`src/vector_cosine_similarity_2d_assert.svh`:
```
// Assertion macros, clocked on clk, disabled during rst
`ifndef VECTOR_COSINE_SIMILARITY_2D_ASSERT_SVH
`define VECTOR_COSINE_SIMILARITY_2D_ASSERT_SVH

`define VCS2D_ASSERT_IMP(lbl, ante, cons, msg) \
  lbl: assert property (@(posedge clk) disable iff (rst) (ante) |-> (cons)) else $error(msg);

`define VCS2D_ASSERT_NXT(lbl, ante, cons, msg) \
  lbl: assert property (@(posedge clk) disable iff (rst) (ante) |=> (cons)) else $error(msg);

`endif

```
`src/vcs2d_pkg.sv`:
```
`default_nettype none
package vcs2d_pkg;

  localparam int CW  = 16;
  localparam int F   = 14;
  localparam int PW  = 2 * CW;
  localparam int DW  = PW + 1;
  localparam int MW  = 2 * PW;
  localparam int W   = MW + 2 * F + 2;
  localparam int RB  = F + 1;
  localparam int OW  = 16;
  localparam logic [OW-1:0] ONE = OW'(1) << F;

  typedef struct packed {
    logic          valid;
    logic          neg;
    logic          zero;
    logic [W-1:0]  rem;
    logic [W-1:0]  acc;
    logic [W-1:0]  inc;
    logic [RB-1:0] root;
  } cell_t;

endpackage
`default_nettype wire

```
`src/vcs2d_cell.sv`:
```
`default_nettype none
module vcs2d_cell (
  input  wire logic             clk,
  input  wire logic             rst,
  input  wire logic             en,
  input  wire vcs2d_pkg::cell_t d,
  output vcs2d_pkg::cell_t      q
);

  logic [vcs2d_pkg::W-1:0] trial;
  logic                    take;

  assign trial = d.acc + d.inc;
  assign take  = trial <= d.rem;

  always_ff @(posedge clk) begin
    if (rst) begin
      q.valid <= 1'b0;
    end else if (en) begin
      q.valid <= d.valid;
    end
    if (en) begin
      q.neg  <= d.neg;
      q.zero <= d.zero;
      q.rem  <= take ? d.rem - trial : d.rem;
      q.acc  <= (d.acc >> 1) + (take ? d.inc : '0);
      q.inc  <= d.inc >> 2;
      q.root <= {d.root[vcs2d_pkg::RB-2:0], take};
    end
  end

endmodule
`default_nettype wire

```
`config.mk`:
```
export PLATFORM = sky130hd
export DESIGN_NAME = vcs2d_cell
export DESIGN_NICKNAME = d
export VERILOG_FILES = /design/src/vector_cosine_similarity_2d_assert.svh /design/src/vcs2d_pkg.sv /design/src/vcs2d_cell.sv
export SDC_FILE = /design/constraint.sdc
export NUM_CORES = 1
export LEC_CHECK = 0
export BUFFER_PORTS_ARGS = -buffer_cell sky130_fd_sc_hd__buf_2
export CORE_MARGIN = 1.5
export CORE_UTILIZATION = 30
export DETAILED_ROUTE_END_ITERATION = 8
export GPL_ROUTABILITY_DRIVEN = 0
export SKIP_CTS_REPAIR_TIMING = 1
export SYNTH_ARGS = -nofsm -noshare
export SYNTH_HDL_FRONTEND = slang
export SYNTH_SLANG_ARGS = --single-unit
```
`constraint.sdc`:
```
create_clock -name clk -period 9.15 [get_ports clk]
set_input_delay 0.4575 -clock clk [delete_from_list [all_inputs] [get_ports clk]]
set_output_delay 0.4575 -clock clk [all_outputs]
set_load 0.05 [all_outputs]
```
==> results.yml <==
cells_and_area:
  largest_register: "q"
  layout_common_cells: "buf_4, buf_2, nand2_1"
  fin_nets: 5163
  synthToLayoutAreaGrowth_pct: 43.1
  largest_register_ffs: 298
  reg.largest.list: "q: 298 flops"
  final_common_cell: "buf_4"
  layout-drive-gt1-share_pct: 35.4
  final_core_util_pct: 43.2
  final_cells: 5901
  design_area_sq_um: 40300
floorplan:
  core_sq_um: 93200
  dieWidth_um: 309
  ioPinCount: 603
  initial_core_util_pct: 30.2
  placementRows: 112
  die_height_um: 309
  dieArea_sq_um: 95700
logic_synthesis:
  synth_seq_cells: 298
  yosys.area.top_type: "edfxtp_1"
  synth_edf_count: 297
  synthTopCellsByArea: "edfxtp_1, ha_1, a21oi_1"
  synthFlopType: "edfxtp_1"
  seq_area_frac_synth_pct: 31.8
  synth_warnings: 0
  ys_types: 96
  avgSynthCellArea_sq_um: 8.62
  synth_top_area_share_pct: 31.7
  synth_area_sq_um: 28100
  synthCells: 3265
  synthArstFlopShare_pct: 0
global_routing:
  grt_pass1_wl_mm: 173
  grt-ovfl-total: 0
  grt_use_total_pct: 23.6
  grt_max_degree: 154
  first_global_vias: 29044
  antenna_found_initial: 47
clock_network:
  clockBufferDepth: 3
  cts_buffers: 39
  ctsHtreeMaxLevel: 2
  insertion_delay_ns: 0.57
  clkSlewWorstSetupHoldPaths_ns: 0.06
  cts_tree: "built"
  cts.sinks: 298
  cts_root_buf: "clkbuf_16"
setup_path:
  crit_slowest_cell: "or4_1"
  worstPathRequired_ns: 9.47
  critPathCaptureType: "flip-flop"
  cp_num_buf_inv: 11
  crit_path_start_kind: "primary input"
  cp_common_cell: "buf_4"
  path_max_fanout: 15
  critPathKind: "in2reg"
  arrival_ns: 9.28
  crit_family: "compound AO/OA/AOI/OAI gates"
  critPathMaxStageDelay_ns: 0.58
pwr:
  power_mw: 9.19
  ir_worst_vdd_mv: 0.138
  p_leak_nw: 18.8
  cellPowerDensity_nw_per_um2: 228
route:
  vias: 30509
  ant_nets: 0
  wl_mm: 119
  vias_per_cell: 5.17
  post_drt_wl_per_cell_um: 20.2
  drt_first_pass_iters: 6
  drt_iter0_drc: 2372
  drc: 0
sta:
  fin_skew_ns: 0
  fin_ws_ns: 0.188
  max_freq_mhz: 112
  finalMaxSlewViolations: 0
  worst_slew_pin_slew_ns: 1.49
  finalHoldViolCount: 0
  fin_crit_sh_pct: 98.0
  final.setup.tns_ns: 0
  hold_ws_ns: 0.0340
  setup_viol: 0
  min_period_ns: 8.96
  max_slew_margin_pct: 0.351
place:
  place_worst_setup_slack_ns: -0.898
  placed_area_sq_um: 38300
  port_buffers: 599
  dp_cells: 5777
  hpwlAfterDp_mm: 100
worst_hold_path:
  hold_path_class: "in2reg"
flow_run:
  drv_cap: 0
status:
  outcome: "finished, final reports clean"
path summary, 6_finish.rpt:
kind	from	endpoint	slack (ns)	cells after the start
max	d[133]	q[196]$_DFFE_PP_	0.19	43
min	rst	q[299]$_SDFFE_PP0P_	0.03	2
max reg2reg	q[299]$_SDFFE_PP0P_	q[299]$_SDFFE_PP0P_	8.57	2
min reg2reg	q[299]$_SDFFE_PP0P_	q[299]$_SDFFE_PP0P_	0.50	2
kinds of logic (layout without fill, tap and decap cells):
| group | Yosys count | after routing | synth area share [%] |
|---|---|---|---|
| buffers and inverters | 263 | 1602 | 3.84 |
| AND/OR/NAND/NOR | 991 | 991 | 17.1 |
| flip-flops | 298 | 298 | 31.8 |
| multiplexers | 8 | 8 | 0.324 |
| XOR/XNOR | 265 | 265 | 8.27 |
| adder cells (fa/ha/maj) | 283 | 283 | 12.7 |
| other | 1 | 44 | 0.0133 |
| AO/OA/AOI/OAI | 1156 | 1156 | 26.0 |
synth_stat cells (30+ instances only):
cell	number
a21oi_1	363
nand2_1	360
edfxtp_1	297
ha_1	280
o21ai_0	249
a21o_1	203
nor2_1	174
xnor2_1	157
clkbuf_1	148
nand4_1	131
xor2_1	107
and2_1	104
inv_1	72
o21bai_1	70
nand3_1	51
nor3_1	37
o21a_1	35
a31oi_1	32
buf_2	30
layout make-up:
cell class	instances	area [sq um]
fill	9274	52900
multi-input combinational	2705	18500
timing repair buffer	1460	9570
sequential	298	8940
tap	1254	1570
clock buffer	45	1050
clock inverter	24	284
inverter	73	277
antenna	42	105
routing by layer:
| layer | vias to the layer above | track usage, % | routed length [um] |
|---|---|---|---|
| met5 | - | 0 | 58 |
| met4 | 10 | 11.3 | 5340 |
| met3 | 230 | 3.49 | 6770 |
| met2 | 1039 | 37.0 | 53500 |
| met1 | 14379 | 31.8 | 53400 |
| li1 | 14851 | - | - |
worst reg2reg max path: stages, from the launching register on:
cell,delay [ns]
dfxtp_1,0.31
mux2i_1,0.12
nor2_1,0.05
where the power goes:
| group | switching (mW) | internal (mW) | total (mW) |
|---|---|---|---|
| combinational | 3.43 | 2.12 | 5.55 |
| sequential | 0.0944 | 1.91 | 2.00 |
| clock | 0.663 | 0.968 | 1.63 |
| total | 4.19 | 5.00 | 9.19 |
Power figures use the tool's default switching activity.
